### src/hw/rtl/whitespace_tolerant_word_locator_assert.svh
// Assertion macros shared by the word locator RTL.
`ifndef WHITESPACE_TOLERANT_WORD_LOCATOR_ASSERT_SVH
`define WHITESPACE_TOLERANT_WORD_LOCATOR_ASSERT_SVH

// Same-cycle implication, checked on every rising edge of clk outside reset.
`define WTWL_ASSERT_NOW(label, ante, cons, msg) \
  label: assert property (@(posedge clk) disable iff (rst) (ante) |-> (cons)) \
    else $error(msg);

// Next-cycle implication, checked on every rising edge of clk outside reset.
`define WTWL_ASSERT_NEXT(label, ante, cons, msg) \
  label: assert property (@(posedge clk) disable iff (rst) (ante) |=> (cons)) \
    else $error(msg);

`endif

### src/hw/rtl/wtwl_pkg.sv
// Shared constants for the whitespace tolerant word locator.
`timescale 1ns / 1ps
`default_nettype none
package wtwl_pkg;

  localparam int MAX_PATTERN_DEFAULT   = 8;
  localparam int POSITION_BITS_DEFAULT = 16;
  localparam int QUEUE_DEPTH           = 4;

  localparam int CHAR_W    = 8;
  localparam int PATTERN_W = 64;
  localparam int LENGTH_W  = 4;
  localparam int RESULT_W  = 16;
  localparam int CFG_INDEX_W = 1;
  localparam int CFG_DATA_W  = 64;

  localparam logic [CFG_INDEX_W-1:0] REG_PATTERN_CHARS  = 1'd0;
  localparam logic [CFG_INDEX_W-1:0] REG_PATTERN_LENGTH = 1'd1;

  localparam logic [CHAR_W-1:0] CH_TAB   = 8'h09;
  localparam logic [CHAR_W-1:0] CH_LF    = 8'h0A;
  localparam logic [CHAR_W-1:0] CH_SPACE = 8'h20;

endpackage
`default_nettype wire

### src/hw/rtl/wtwl_front.sv
// Front end: takes text bytes, tracks line and column, forwards every byte other than tab, space and line feed.
`timescale 1ns / 1ps
`default_nettype none
module wtwl_front #(
  parameter int POSITION_BITS = 16
) (
  input  wire logic                          clk,
  input  wire logic                          rst,
  input  wire logic                          text_valid,
  output logic                               text_stall,
  input  wire logic [wtwl_pkg::CHAR_W-1:0]   text_byte,
  input  wire logic                          first_of_file,
  input  wire logic                          queue_full,
  output logic                               push,
  output logic                               push_clear,
  output logic [wtwl_pkg::CHAR_W-1:0]        push_char,
  output logic [POSITION_BITS-1:0]           push_line,
  output logic [POSITION_BITS-1:0]           push_column
);
  import wtwl_pkg::*;

  localparam logic [POSITION_BITS-1:0] POS_ONE = POSITION_BITS'(1);
  localparam logic [POSITION_BITS-1:0] POS_MAX = {POSITION_BITS{1'b1}};

  logic [POSITION_BITS-1:0] line, line_next;
  logic [POSITION_BITS-1:0] column, column_next;
  logic                     pending_clear, pending_clear_next;

  logic                     take;
  logic                     is_lf, is_blank;
  logic [POSITION_BITS-1:0] base_line, base_column, line_inc, column_inc;

  assign text_stall = queue_full;

  always_comb begin
    take        = text_valid && !queue_full;
    is_lf       = (text_byte == CH_LF);
    is_blank    = (text_byte == CH_TAB) || (text_byte == CH_SPACE);
    base_line   = first_of_file ? POS_ONE : line;
    base_column = first_of_file ? POS_ONE : column;
    line_inc    = (base_line == POS_MAX) ? base_line : base_line + POS_ONE;
    column_inc  = (base_column == POS_MAX) ? base_column : base_column + POS_ONE;

    line_next          = line;
    column_next        = column;
    pending_clear_next = pending_clear;
    push               = 1'b0;

    if (take) begin
      if (is_lf) begin
        line_next          = line_inc;
        column_next        = POS_ONE;
        pending_clear_next = pending_clear | first_of_file;
      end else if (is_blank) begin
        line_next          = base_line;
        column_next        = column_inc;
        pending_clear_next = pending_clear | first_of_file;
      end else begin
        // A restart seen on a skipped byte is carried to the next stored character.
        line_next          = base_line;
        column_next        = column_inc;
        pending_clear_next = 1'b0;
        push               = 1'b1;
      end
    end
  end

  assign push_clear  = pending_clear | first_of_file;
  assign push_char   = text_byte;
  assign push_line   = base_line;
  assign push_column = base_column;

  always_ff @(posedge clk) begin
    if (rst) begin
      line          <= POS_ONE;
      column        <= POS_ONE;
      pending_clear <= 1'b0;
    end else begin
      line          <= line_next;
      column        <= column_next;
      pending_clear <= pending_clear_next;
    end
  end

endmodule
`default_nettype wire

### src/hw/rtl/wtwl_queue.sv
// Short register queue between the front end and the matcher.
`timescale 1ns / 1ps
`default_nettype none
`include "whitespace_tolerant_word_locator_assert.svh"
module wtwl_queue #(
  parameter int WIDTH = 41,
  parameter int DEPTH = 4
) (
  input  wire logic             clk,
  input  wire logic             rst,
  input  wire logic             push,
  input  wire logic [WIDTH-1:0] push_data,
  input  wire logic             pop,
  output logic [WIDTH-1:0]      pop_data,
  output logic                  full,
  output logic                  empty
);
  localparam int PTR_W   = (DEPTH > 1) ? $clog2(DEPTH) : 1;
  localparam int COUNT_W = $clog2(DEPTH + 1);
  localparam logic [PTR_W-1:0]   PTR_LAST  = PTR_W'(DEPTH - 1);
  localparam logic [COUNT_W-1:0] COUNT_TOP = COUNT_W'(DEPTH);

  logic [WIDTH-1:0]   slots [DEPTH];
  logic [PTR_W-1:0]   wr_ptr, rd_ptr;
  logic [COUNT_W-1:0] count;

  assign full     = (count == COUNT_TOP);
  assign empty    = (count == '0);
  assign pop_data = slots[rd_ptr];

  always_ff @(posedge clk) begin
    if (push) begin
      slots[wr_ptr] <= push_data;
    end
  end

  always_ff @(posedge clk) begin
    if (rst) begin
      wr_ptr <= '0;
      rd_ptr <= '0;
      count  <= '0;
    end else begin
      if (push) begin
        wr_ptr <= (wr_ptr == PTR_LAST) ? '0 : wr_ptr + 1'b1;
      end
      if (pop) begin
        rd_ptr <= (rd_ptr == PTR_LAST) ? '0 : rd_ptr + 1'b1;
      end
      if (push && !pop) begin
        count <= count + 1'b1;
      end else if (pop && !push) begin
        count <= count - 1'b1;
      end
    end
  end

  `WTWL_ASSERT_NOW(a_no_push_full, push, !full || pop, "request pushed into a full queue")
  `WTWL_ASSERT_NOW(a_no_pop_empty, pop, !empty, "request popped from an empty queue")
  `WTWL_ASSERT_NEXT(a_count_up, push && !pop, count == $past(count) + 1'b1, "queue count lost a push")

endmodule
`default_nettype wire

### src/hw/rtl/wtwl_back.sv
// Matcher: shifts characters into the window, compares with the pattern, holds the result.
`timescale 1ns / 1ps
`default_nettype none
`include "whitespace_tolerant_word_locator_assert.svh"
module wtwl_back #(
  parameter int MAX_PATTERN   = 8,
  parameter int POSITION_BITS = 16
) (
  input  wire logic                              clk,
  input  wire logic                              rst,
  input  wire logic [wtwl_pkg::PATTERN_W-1:0]    pattern_chars,
  input  wire logic [wtwl_pkg::LENGTH_W-1:0]     pattern_length,
  input  wire logic                              queue_empty,
  input  wire logic                              entry_clear,
  input  wire logic [wtwl_pkg::CHAR_W-1:0]       entry_char,
  input  wire logic [POSITION_BITS-1:0]          entry_line,
  input  wire logic [POSITION_BITS-1:0]          entry_column,
  output logic                                   pop,
  output logic                                   match_valid,
  input  wire logic                              match_stall,
  output logic [wtwl_pkg::RESULT_W-1:0]          match_line,
  output logic [wtwl_pkg::RESULT_W-1:0]          match_column,
  output logic [wtwl_pkg::RESULT_W-1:0]          match_total
);
  import wtwl_pkg::*;

  localparam int IDX_W  = (MAX_PATTERN > 1) ? $clog2(MAX_PATTERN) : 1;
  localparam int FILL_W = $clog2(MAX_PATTERN + 1);
  localparam logic [FILL_W-1:0]   FILL_TOP  = FILL_W'(MAX_PATTERN);
  localparam logic [LENGTH_W-1:0] LEN_TOP   = LENGTH_W'(MAX_PATTERN);
  localparam logic [RESULT_W-1:0] COUNT_MAX = {RESULT_W{1'b1}};

  logic [CHAR_W-1:0]        win_char [MAX_PATTERN];
  logic [POSITION_BITS-1:0] win_line [MAX_PATTERN];
  logic [POSITION_BITS-1:0] win_col  [MAX_PATTERN];
  logic [FILL_W-1:0]        fill;
  logic [RESULT_W-1:0]      matches_seen;

  logic [CHAR_W-1:0]        nxt_char [MAX_PATTERN];
  logic [POSITION_BITS-1:0] nxt_line [MAX_PATTERN];
  logic [POSITION_BITS-1:0] nxt_col  [MAX_PATTERN];
  logic [FILL_W-1:0]        fill_next;
  logic [LENGTH_W-1:0]      len_used;
  logic [IDX_W-1:0]         len_idx;
  logic [MAX_PATTERN-1:0]   hit_by_len;
  logic                     hit;
  logic [RESULT_W-1:0]      total_next;

  assign pop = !queue_empty && (!match_valid || !match_stall);

  always_comb begin
    nxt_char[0] = entry_char;
    nxt_line[0] = entry_line;
    nxt_col[0]  = entry_column;
    for (int i = 1; i < MAX_PATTERN; i++) begin
      nxt_char[i] = win_char[i-1];
      nxt_line[i] = win_line[i-1];
      nxt_col[i]  = win_col[i-1];
    end

    // A restart empties the window; stale entries beyond the fill are never compared.
    if (entry_clear) begin
      fill_next = FILL_W'(1);
    end else if (fill == FILL_TOP) begin
      fill_next = fill;
    end else begin
      fill_next = fill + 1'b1;
    end

    if (pattern_length == '0) begin
      len_used = LENGTH_W'(1);
    end else if (pattern_length > LEN_TOP) begin
      len_used = LEN_TOP;
    end else begin
      len_used = pattern_length;
    end
    len_idx = IDX_W'(len_used - LENGTH_W'(1));

    // One candidate per pattern length; the oldest character in use meets pattern byte 0.
    for (int l = 0; l < MAX_PATTERN; l++) begin
      hit_by_len[l] = 1'b1;
      for (int k = 0; k <= l; k++) begin
        if (nxt_char[l-k] != pattern_chars[CHAR_W*k +: CHAR_W]) begin
          hit_by_len[l] = 1'b0;
        end
      end
    end

    hit        = (LENGTH_W'(fill_next) >= len_used) && hit_by_len[len_idx];
    total_next = (matches_seen == COUNT_MAX) ? matches_seen : matches_seen + 1'b1;
  end

  always_ff @(posedge clk) begin
    if (pop) begin
      for (int i = 0; i < MAX_PATTERN; i++) begin
        win_char[i] <= nxt_char[i];
        win_line[i] <= nxt_line[i];
        win_col[i]  <= nxt_col[i];
      end
    end
    if (pop && hit) begin
      match_line   <= RESULT_W'(nxt_line[len_idx]);
      match_column <= RESULT_W'(nxt_col[len_idx]);
      match_total  <= total_next;
    end
  end

  always_ff @(posedge clk) begin
    if (rst) begin
      fill         <= '0;
      matches_seen <= '0;
      match_valid  <= 1'b0;
    end else begin
      if (pop) begin
        fill <= fill_next;
      end
      if (pop && hit) begin
        matches_seen <= total_next;
        match_valid  <= 1'b1;
      end else if (match_valid && !match_stall) begin
        match_valid <= 1'b0;
      end
    end
  end

  `WTWL_ASSERT_NOW(a_fill_bound, 1'b1, fill <= FILL_TOP, "window fill beyond its depth")
  `WTWL_ASSERT_NEXT(a_clear_fill, pop && entry_clear, fill == FILL_W'(1), "restart did not empty the window")
  `WTWL_ASSERT_NEXT(a_total_step, pop && hit, match_total == matches_seen, "reported total differs from the count")

endmodule
`default_nettype wire

### src/hw/rtl/whitespace_tolerant_word_locator.sv
// Usage:
//   The text channel (text_valid, text_stall, text_byte, first_of_file) takes one byte
//   per request. A set first_of_file restarts line, column and window before the byte.
//   The match channel (match_valid, match_stall) delivers match_line, match_column
//   and match_total for every occurrence of the pattern, whitespace ignored.
//   The write port (cfg_we, cfg_index, cfg_data) loads pattern_chars (index 0) and
//   pattern_length (index 1); write it only while the block is idle.
// Timing:
//   One byte is taken every cycle while the queue has room. Given the queue was empty, a
//   match is presented once the completing byte has passed through the queue slot and the
//   window stage, whose output register holds the result. The matcher retires one queued
//   character per cycle while no stalled result is held, so the sustained rate is one
//   byte per clock, set by the single window compare stage.
//   A stalled result holds; the queue of QUEUE_DEPTH entries keeps taking bytes
//   until it fills, and text_stall then rises.
// Reset:
//   rst clears positions to line 1 column 1, empties the window and the queue,
//   zeroes the match count and loads a pattern length of 1.
`timescale 1ns / 1ps
`default_nettype none
module whitespace_tolerant_word_locator #(
  parameter int MAX_PATTERN   = wtwl_pkg::MAX_PATTERN_DEFAULT,
  parameter int POSITION_BITS = wtwl_pkg::POSITION_BITS_DEFAULT
) (
  input  wire logic                                clk,
  input  wire logic                                rst,
  input  wire logic                                cfg_we,
  input  wire logic [wtwl_pkg::CFG_INDEX_W-1:0]    cfg_index,
  input  wire logic [wtwl_pkg::CFG_DATA_W-1:0]     cfg_data,
  input  wire logic                                text_valid,
  output logic                                     text_stall,
  input  wire logic [wtwl_pkg::CHAR_W-1:0]         text_byte,
  input  wire logic                                first_of_file,
  output logic                                     match_valid,
  input  wire logic                                match_stall,
  output logic [wtwl_pkg::RESULT_W-1:0]            match_line,
  output logic [wtwl_pkg::RESULT_W-1:0]            match_column,
  output logic [wtwl_pkg::RESULT_W-1:0]            match_total
);
  import wtwl_pkg::*;

  localparam int ENTRY_W = 1 + CHAR_W + 2 * POSITION_BITS;

  logic [PATTERN_W-1:0] pattern_chars;
  logic [LENGTH_W-1:0]  pattern_length;

  logic                     push, push_clear;
  logic [CHAR_W-1:0]        push_char;
  logic [POSITION_BITS-1:0] push_line, push_column;
  logic                     queue_full, queue_empty, pop;
  logic [ENTRY_W-1:0]       push_data, pop_data;

  always_ff @(posedge clk) begin
    if (rst) begin
      pattern_chars  <= '0;
      pattern_length <= LENGTH_W'(1);
    end else if (cfg_we) begin
      unique case (cfg_index)
        REG_PATTERN_CHARS:  pattern_chars  <= cfg_data[PATTERN_W-1:0];
        REG_PATTERN_LENGTH: pattern_length <= cfg_data[LENGTH_W-1:0];
        default: ;
      endcase
    end
  end

  wtwl_front #(
    .POSITION_BITS(POSITION_BITS)
  ) u_front (
    .clk          (clk),
    .rst          (rst),
    .text_valid   (text_valid),
    .text_stall   (text_stall),
    .text_byte    (text_byte),
    .first_of_file(first_of_file),
    .queue_full   (queue_full),
    .push         (push),
    .push_clear   (push_clear),
    .push_char    (push_char),
    .push_line    (push_line),
    .push_column  (push_column)
  );

  assign push_data = {push_clear, push_char, push_line, push_column};

  wtwl_queue #(
    .WIDTH(ENTRY_W),
    .DEPTH(QUEUE_DEPTH)
  ) u_queue (
    .clk      (clk),
    .rst      (rst),
    .push     (push),
    .push_data(push_data),
    .pop      (pop),
    .pop_data (pop_data),
    .full     (queue_full),
    .empty    (queue_empty)
  );

  wtwl_back #(
    .MAX_PATTERN  (MAX_PATTERN),
    .POSITION_BITS(POSITION_BITS)
  ) u_back (
    .clk           (clk),
    .rst           (rst),
    .pattern_chars (pattern_chars),
    .pattern_length(pattern_length),
    .queue_empty   (queue_empty),
    .entry_clear   (pop_data[ENTRY_W-1]),
    .entry_char    (pop_data[2*POSITION_BITS +: CHAR_W]),
    .entry_line    (pop_data[POSITION_BITS +: POSITION_BITS]),
    .entry_column  (pop_data[0 +: POSITION_BITS]),
    .pop           (pop),
    .match_valid   (match_valid),
    .match_stall   (match_stall),
    .match_line    (match_line),
    .match_column  (match_column),
    .match_total   (match_total)
  );

endmodule
`default_nettype wire

### config.mk
export PLATFORM = sky130hd
export DESIGN_NAME = whitespace_tolerant_word_locator
export DESIGN_NICKNAME = d
export VERILOG_FILES = /design/src/hw/rtl/wtwl_pkg.sv /design/src/hw/rtl/wtwl_front.sv /design/src/hw/rtl/wtwl_queue.sv /design/src/hw/rtl/wtwl_back.sv /design/src/hw/rtl/whitespace_tolerant_word_locator.sv
export VERILOG_INCLUDE_DIRS = /design/src /design/src/hw/rtl
export SDC_FILE = /design/constraint.sdc
export NUM_CORES = 1
export LEC_CHECK = 0
export BUFFER_PORTS_ARGS = -buffer_cell sky130_fd_sc_hd__buf_4
export CORE_ASPECT_RATIO = 0.6
export CORE_MARGIN = 3
export CORE_UTILIZATION = 56
export CTS_CLUSTER_SIZE = 16
export DETAILED_ROUTE_END_ITERATION = 12
export GPL_TIMING_DRIVEN = 0
export PLACE_DENSITY_LB_ADDON = 0.15
export SLEW_MARGIN = 0
export SYNTH_ARGS = -nofsm -noshare
export SYNTH_HDL_FRONTEND = slang
export SYNTH_SLANG_ARGS = --single-unit
export TNS_END_PERCENT = 30
### constraint.sdc
create_clock -name clk -period 7.2 [get_ports clk]
set_clock_uncertainty 0.1 [all_clocks]
set_input_delay 0.72 -clock clk [delete_from_list [all_inputs] [get_ports clk]]
set_output_delay 0.72 -clock clk [all_outputs]
set_load 0.02 [all_outputs]
==> impl_metrics.env <==
export IMPL_dpl_hpwl_um=51400
export IMPL_fin_area_sq_mm=0.0309
export IMPL_maxCapViolations=0
export IMPL_start_util_pct=57.8
export IMPL_arrival_ps=6100
export IMPL_p_comb_share_pct=28.9
export IMPL_clk_pin_slew_worst_paths_ps=70
export IMPL_synth_async_reset_ratio_pct=0
export IMPL_clock_sinks=623
export IMPL_place_port_buffers=128
export IMPL_grtUsageMet1_pct=46.6
export IMPL_track_usage_pct=28.0
export IMPL_grt_pass1_wl_um=107000
export IMPL_pre_cts_slack_ps=1630
export IMPL_grt_max_degree=58
export IMPL_coreArea_sq_mm=0.0472
export IMPL_drive_gt1_share_pct=16.2
export IMPL_cts_tree="built"
export IMPL_grt_overflow=0
export IMPL_synthDistinctLibCells=58
export IMPL_antenna_found_initial=2
export IMPL_layout_common_cells="edfxtp_1 (492), nand2_1 (285), xor2_1 (223)"
export IMPL_slew_viol_final=0
export IMPL_crit_required_ps=7530
export IMPL_critPathMaxFanout=57
export IMPL_seqPwrFrac_pct=48.6
export IMPL_met3_usage_pct=7.12
export IMPL_yosys_most_used_dff="edfxtp_1"
export IMPL_worst_path_largest_cell_delay_ps=970
export IMPL_fillCellCount=3420
export IMPL_hold_buffers=0
export IMPL_power_internal_mw=8.38
export IMPL_cts_root_buf="clkbuf_16"
export IMPL_drc=0
export IMPL_viasPerCell=6.01
export IMPL_synth_avg_cell_area_sq_um=13.8
export IMPL_htreeDepth=2
export IMPL_irDropWorstVdd_v=0.000223
export IMPL_min_path_type="input port to register"
export IMPL_cp_buffers_inverters=7
export IMPL_synth_seq_cells=623
export IMPL_leakage_nw=11.1
export IMPL_synthCells=1975
export IMPL_first_iter_violations=1962
export IMPL_slowest_stage="xnor2_1"
export IMPL_fin_crit_ps=5770
export IMPL_post_route_util_pct=65.6
export IMPL_switchingPower_mw=4.08
export IMPL_path_cells="inv_1, o21a_1, buf_4, inv_1, clkbuf_1, clkbuf_1, ha_1, xnor2_1, nand2_1, a41oi_1, a211oi_4, nand3_4, clkinv_2, buf_6, mux2i_1, nor2_1"
export IMPL_grt_pass1_vias=16400
export IMPL_netlist_area_sq_mm=0.0273
export IMPL_rsz0062_at_grt="no"
export IMPL_yosys_warnings=0
export IMPL_ys_seq_area_share_pct=63.8
export IMPL_num_vias=17100
export IMPL_final_common_cell="edfxtp_1"
export IMPL_place_area_sq_mm=0.0292
export IMPL_seqCellArea_sq_mm=0.0174
export IMPL_cpLargestDelayFamily="buffers and inverters"
export IMPL_ios=129
export IMPL_die_w_um=291
export IMPL_multi_input_area_sq_mm=0.00921
export IMPL_critPathCaptureType="register"
export IMPL_fmax_mhz=173
export IMPL_synth_nets=2071
export IMPL_ant_nets=0
export IMPL_drt_wirelength_per_cell_um=25.3
export IMPL_relSlewSlack_pct=15.9
export IMPL_cts_path_max_buffers=3
export IMPL_drt_pass1_iterations=5
export IMPL_cts_made_buffers=54
export IMPL_clkLatencyLatePin_ps=600
export IMPL_setup_violations_final=0
export IMPL_wl_um=71800
export IMPL_place_congestion=0.993
export IMPL_diodes=0
export IMPL_status="completed"
export IMPL_tightest_slew_ps=1260
export IMPL_die_h_um=177
export IMPL_swShare_pct=32.8
export IMPL_fin_ws_ps=1430
export IMPL_core_rowCount=61
export IMPL_start_kind="register"
export IMPL_synth_edff_count=492
export IMPL_grt_busiest_layer="met1"
export IMPL_post_cts_setup_buffers=0
export IMPL_powerDensity_mw_per_mm2=403
export IMPL_finalNetCount=2266
export IMPL_clockPowerShare_pct=22.5
export IMPL_holdWs_ps=230
export IMPL_die_area_sq_mm=0.0514
export IMPL_use_met2_pct=37.2
export IMPL_final_setup_tns_ps=0
export IMPL_critPathKind="register to register"
export IMPL_layout_area_overhead_vs_synth_pct=13.5
export IMPL_post_route_period_util_pct=80.1
export IMPL_ctsResizeCount=0
export IMPL_hold_viol=0
-- registers in the layout (all words and copies together) (netlist names), 4 cells and up, named ones only --
signal / count
u_back.win_char: 56
u_back.win_line: 112
u_back.match_line: 16
u_back.fill: 4
u_back.match_total: 16
u_front.column: 16
u_back.match_column: 16
u_queue.slots: 164
u_back.matches_seen: 16
pattern_length: 4
pattern_chars: 64
u_front.line: 16
u_back.win_col: 112
-- cells in the mapped netlist (9+ instances only) --
cell / count / area [sq um]
nand3_1: 27 / 135
nor2_1: 75 / 282
nor4_1: 60 / 375
o21ai_0: 17 / 85.1
clkbuf_1: 104 / 390
buf_1: 24 / 90.1
nand2b_1: 10 / 62.6
inv_1: 14 / 52.6
dfxtp_1: 131 / 2620
nand2_1: 285 / 1070
nor2b_1: 41 / 257
ha_1: 16 / 200
xnor2_1: 94 / 823
xor2_1: 223 / 1950
mux4_2: 105 / 2360
nand4_1: 39 / 244
and3_1: 9 / 56.3
edfxtp_1: 492 / 14800
nor3_1: 9 / 45.0
a21oi_1: 102 / 510
-- per-stage QoR --
stage / std cells / power, mW
final: 2843 / 12.5
after global routing: 2843 / 13.0
after CTS: 2843 / 12.5
after detailed placement: 2744 / 9.65
after global placement: 2733 / 9.57
after floorplan: 1975 / 8.40
-- path summary, 6_finish.rpt --
check | startpoint | to | slack, ps | cells past startpoint
worst max register to register | pattern_length[3] | u_back.matches_seen[12] | 1430 | 16
worst min register to register | u_back.win_char[0][9] | u_back.win_char[0][17] | 340 | 0
worst min-delay path | text_byte[6] | u_queue.slots[2][38] | 230 | 1
worst max-delay path | pattern_length[3] | u_back.matches_seen[12] | 1430 | 16
-- routing by layer --
| layer | wire length (um) | vias up |
|---|---|---|
| met5 | 8 | - |
| met4 | 1040 | 2 |
| met3 | 7380 | 79 |
| met2 | 28600 | 764 |
| met1 | 34800 | 8686 |
| li1 | - | 7563 |
-- kinds of logic (layout without fill, tap and decap cells) --
logic type | Yosys count | in the layout | synth area share, %
xor+xnor | 319 | 319 | 10.3
simple gates | 586 | 586 | 10.1
flops | 623 | 623 | 63.8
buf+inv | 156 | 394 | 2.41
fa+ha+maj | 17 | 17 | 0.808
compound gates | 153 | 153 | 3.21
mux | 121 | 121 | 9.30
-- worst register-to-register path: stages (launching register included) --
cell and delay, ps:
dfxtp_1 320, inv_1 100, o21a_1 140, buf_4 270, inv_1 100, clkbuf_1 420
clkbuf_1 440, ha_1 340, xnor2_1 970, nand2_1 420, a41oi_1 830, a211oi_4 200
nand3_4 250, clkinv_2 110, buf_6 260, mux2i_1 270, nor2_1 60
-- power groups by stage --
| stage | sequential [mW] | combinational (mW) | clock (mW) |
|---|---|---|---|
| 4_1_cts | 6.04 | 3.56 | 2.85 |
| 6_report | 6.05 | 3.60 | 2.81 |
| 3_5_place_dp | 6.11 | 3.55 | 0 |
| 3_3_place_gp | 6.22 | 3.35 | 0 |
| 2_1_floorplan | 6.07 | 2.33 | 0 |
| 5_1_grt | 6.16 | 3.84 | 3.01 |
-- final cells by class --
class | count | share of cell area, %
buffer | 141 | 1.93
clock buffer | 74 | 4.85
clock inverter | 25 | 0.671
inverter | 15 | 0.198
multi-input combinational | 1196 | 29.8
sequential | 623 | 56.2
tap | 630 | 2.55
timing repair buffer | 139 | 3.79
Power figures use the tool's default switching activity.
